===== src/sv/rse_ram.sv =====
// Generic simple dual-port RAM with registered read.
`default_nettype none

module rse_ram #(
   parameter int WIDTH = 8,
   parameter int DEPTH = 256
) (
   input  wire logic                     clock,
   input  wire logic                     wr_en,
   input  wire logic [$clog2(DEPTH)-1:0] wr_addr,
   input  wire logic [WIDTH-1:0]         wr_data,
   input  wire logic                     rd_en,
   input  wire logic [$clog2(DEPTH)-1:0] rd_addr,
   output logic      [WIDTH-1:0]         rd_data
);

   logic [WIDTH-1:0] mem [DEPTH];

   always_ff @(posedge clock) begin
      if (wr_en) begin
         mem[wr_addr] <= wr_data;
      end
      if (rd_en) begin
         rd_data <= mem[rd_addr];
      end
   end

endmodule

`default_nettype wire


===== config.mk =====
export PLATFORM = sky130hd
export DESIGN_NAME = rse_ram
export DESIGN_NICKNAME = d
export VERILOG_FILES = /design/src/sv/rse_ram.sv
export SDC_FILE = /design/constraint.sdc
export NUM_CORES = 2
export LEC_CHECK = 0
export BUFFER_PORTS_ARGS = -buffer_cell sky130_fd_sc_hd__buf_2
export CORE_MARGIN = 2
export CORE_UTILIZATION = 28
export DETAILED_ROUTE_END_ITERATION = 8
export SYNTH_ARGS = -nofsm -noshare
export SYNTH_HDL_FRONTEND = slang
export SYNTH_SLANG_ARGS = --single-unit

===== constraint.sdc =====
create_clock -name clock -period 2.3 [get_ports clock]
set_input_delay 0.345 -clock clock [delete_from_list [all_inputs] [get_ports clock]]
set_output_delay 0.345 -clock clock [all_outputs]
set_load 0.02 [all_outputs]

# After elaboration in Yosys (flattened, before gate mapping)
# Memories as Yosys holds them, arrays and structs flattened. A register that Yosys moved wholly into a read port is not among the register bits.
# Cells that the tools add are included.
[totals]
n_memories = 1
word_cells = 3
register_bits = 0
input_bits = 27
ram_bits = 2048
[op_classes]
mux = 2
[mem_list]
columns = ["memory", "depth", "width", "read_ports", "rd_clocked_by_memory_dff", "write_ports", "line", "rtl"]
rows = [
  ["mem", 256, 8, 1, 1, 1, "17", "logic [WIDTH-1:0] mem [DEPTH];"],
]
[ops]
columns = ["cell", "n"]
rows = [
  ["$mux W1", 2],
]

# Logic depth before layout (Yosys ltp)
[depth]
word_depth = 2
ltp_mapped = 11
ltp_nobuf = 6

# Least setup slack after synthesis
# No wires, ideal clock.
[synth_timing]
kind = "in2reg"
start = "in rd_addr[0]"
end = "reg rd_data[2] (read register of mem), data pin"
path_slack_ns = -0.121
cell_stages = 9
required_time_ns = 2.031
t_arrival_ns = 2.152
setup_time_ns = 0.269
cell_sequence = "buf_6 -> buf_12 -> buf_8 -> buf_2 -> mux4_2 -> a22oi_1 -> a21oi_1 -> nor4_1 -> nor4_2"
[synth_lines]
columns = ["item", "line", "rtl"]
rows = [
  ["start, declared", "13", "input wire logic [$clog2(DEPTH)-1:0] rd_addr,"],
  ["end, declared", "14", "output logic [WIDTH-1:0] rd_data"],
]

==> flow_metrics.env <==
export IMPL_status="finished, violations left"
export IMPL_violations="setup timing"
export IMPL_met2_usage_pct=23.31
export IMPL_layout_nets=4546
export IMPL_min_path_type="primary input to flop"
export IMPL_ys_flop_type="edfxtp_1"
export IMPL_first_global_vias=41970
export IMPL_setup_violations=4
export IMPL_vias_per_cell=4.871
export IMPL_avgSynthCellArea_um2=21.33
export IMPL_busiest_layer="met2"
export IMPL_pwr_share_comb_pct=5.9
export IMPL_vias=41080
export IMPL_syn2layout_area_growth_pct=21.95
export IMPL_syn_inst=3733
export IMPL_avgRoutedWirePerCell_um=24.56
export IMPL_cts_htree_levels=4
export IMPL_start_util_pct=28.19
export IMPL_cp_max_fo=1
export IMPL_worstPathRequired_ps=2920
export IMPL_cts_setup_buffers=0
export IMPL_coreArea_um2=282500
export IMPL_timing_final_crit_share_pct=102.5
export IMPL_drc_errors=0
export IMPL_internal_power_mw=60.57
export IMPL_clk_pin_slew_ps=60
export IMPL_pwr_density_cell_nw_per_um2=798.8
export IMPL_yosys_warnings=0
export IMPL_grt_overflow=0
export IMPL_slew_violations=0
export IMPL_fin_ws_ps=-57.13
export IMPL_dieHeight_um=537.3
export IMPL_static_leakage_power_nw=31.00
export IMPL_p_sw_mw=17.01
export IMPL_finalPower_mw=77.58
export IMPL_cp_start_kind="flop"
export IMPL_ir_drop_v=0.0007211
export IMPL_ys_seq_elements=2056
export IMPL_cts_buffers=205
export IMPL_p_clk_share_pct=40.7
export IMPL_rows=195
export IMPL_p_seq_share_pct=53.3
export IMPL_clk_path_buf_depth=3
export IMPL_hold_viol=0
export IMPL_worst_pin_slew_ps=712.3
export IMPL_setup_tns_ps=-127.3
export IMPL_place_ws_ps=-1331
export IMPL_ys_types=54
export IMPL_rsz0062_at_grt="yes"
export IMPL_post_route_util_pct=34.37
export IMPL_cts_tree="done"
export IMPL_synth_enable_flop_cells=2056
export IMPL_drtIter0Drc=4459
export IMPL_grt_use_total_pct=14.15
export IMPL_gp_congestion=0.8425
export IMPL_async_flop_share_pct=0
export IMPL_wl_um=207100
export IMPL_ioPinCount=35
export IMPL_grt_max_degree=109
export IMPL_finClkSkew_ps=46.64
export IMPL_grt_use_met3_pct=2.616
export IMPL_drive_gt1_share_pct=34.28
export IMPL_grt_pass1_wl_um=298600
export IMPL_crit_arrival_ps=2970
export IMPL_synth_yosys_seq_area_share_pct=77.53
export IMPL_syn_area_um2=79640
export IMPL_dp_hpwl_um=136300
export IMPL_slew_limit_headroom_pct=52.51
export IMPL_syn_num_nets=3760
export IMPL_swShare_pct=21.92
export IMPL_die_w_um=537.3
export IMPL_cts_root_buf="clkbuf_16"
export IMPL_clock_sinks=2056
export IMPL_antenna_found_initial=12
export IMPL_grt_use_met1_pct=18.90
export IMPL_critPathCaptureType="flop"
export IMPL_path_class="flop to flop"
export IMPL_fin_crit_ps=2357
export IMPL_antenna_left=0
export IMPL_cap_violations=0
export IMPL_dr_pass1_iters=5
export IMPL_fmax_mhz=424.2
export IMPL_io_buffers=34
export IMPL_clk_latency_ps=860
export IMPL_die_area_um2=288700
[cell usage in the layout (no fill, tap or decap), types with 12 or more instances in the layout]
master	n
o22ai_1	28
clkinv_1	62
buf_2	22
nand2_1	33
nand3_1	33
clkbuf_16	205
o221ai_1	44
nor4_2	15
clkbuf_1	46
clkinv_2	31
edfxtp_1	2056
mux4_2	454
buf_4	673
a22oi_1	130
nor2b_1	26
a21oi_1	95
buf_12	95
mux2i_1	134
nor3_1	12
nor2_1	274
[worst paths after layout]
path,from,endpoint,slack [ps],depth (start not counted)
min reg2reg,mem[40][3],rd_data[3],1140,7
max reg2reg,mem[131][2],rd_data[2],-60,7
min,wr_addr[4],mem[119][7],200,3
max,mem[131][2],rd_data[2],-60,7
[cells by family after synthesis]
family,Yosys count,synth area share (%)
DFF,2056,77.53
muxes,591,14.60
AOI/OAI and AO/OA,385,3.416
buffers and inverters,235,1.829
and+or+nand+nor,466,2.625
[what timing repair did]
action	4_1_cts	5_1_grt
resized for setup	61	22
setup endpoints to repair	8	8
hold endpoints to repair	341	0
pin swaps	26	19
hold buffers	9	0
[sequential cells by signal, summed over array words and instances (netlist names)]
| name | flops |
|---|---|
| mem | 2048 |
| rd_data | 8 |
[per-stage QoR]
stage,hold slack (ps),instances,cell area [um2]
2_1_floorplan,443.9,3733,79870
3_3_place_gp,610.5,8048,90200
3_5_place_dp,611.1,8048,90200
4_1_cts,130.2,8428,96980
5_1_grt,182.2,8432,97110
6_report,196.6,8434,97120
[synth_stat cells (3+ instances only)]
cell,instances,area [um2]
nor2_1,282,1059
nor4_2,3,37.54
o211ai_1,10,75.07
buf_6,21,236.5
buf_1,22,82.58
o21ai_0,10,50.05
buf_8,13,195.2
o22ai_1,28,175.2
o32ai_1,4,35.03
nand2_1,33,123.9
or2_2,4,25.02
a21oi_1,96,480.5
mux4_2,454,10220
buf_4,27,202.7
nand3_1,34,170.2
mux2i_1,134,1341
nor3_1,22,110.1
nand2b_1,8,50.05
nor2b_1,31,193.9
nand4_1,10,62.56
and2_1,6,37.54
o221ai_1,46,402.9
a221oi_1,13,113.9
a211oi_1,16,120.1
buf_2,31,155.2
edfxtp_1,2056,61740
nor4_1,24,150.1
o22a_1,5,43.79
a22o_1,8,70.07
a22oi_1,133,998.5
buf_12,8,160.2
clkbuf_1,111,416.7
[routing by layer]
metal / vias to the layer above / wire [um] / share of wire (%)
met3: 336 / 15480 / 7.5
met2: 1623 / 100900 / 49
li1: 17300 / - / -
met4: 6 / 6316 / 3.0
met5: - / 34 / 0.016
met1: 21820 / 84340 / 41
[critical path, stage by stage (launching register included)]
cell and delay (ps):
edfxtp_1 370, mux4_2 510, mux4_2 490, nor2_1 170, a2111oi_1 90, nor3_2 250, buf_4 210, nor4_2 50
[power by group through the flow]
stage | Combinational, mW | Sequential (mW) | Clock [mW]
6_report | 4.59 | 41.4 | 31.6
5_1_grt | 4.84 | 41.4 | 33.5
4_1_cts | 4.61 | 41.4 | 32.1
3_5_place_dp | 4.48 | 42.2 | 0
3_3_place_gp | 4.44 | 42.2 | 0
2_1_floorplan | 2.06 | 42.2 | 0
[cell type report]
class	count	area [um2]
clock inverters	122	1039
well taps	3743	4683
flip-flops and latches	2056	61740
fillers	26280	185400
inverters	2	7.507
diodes	6	15.01
clock buffers	251	5303
multi-input cells	1442	16990
repair buffers	812	7338
No activity file was read; power rests on OpenSTA's default activity.
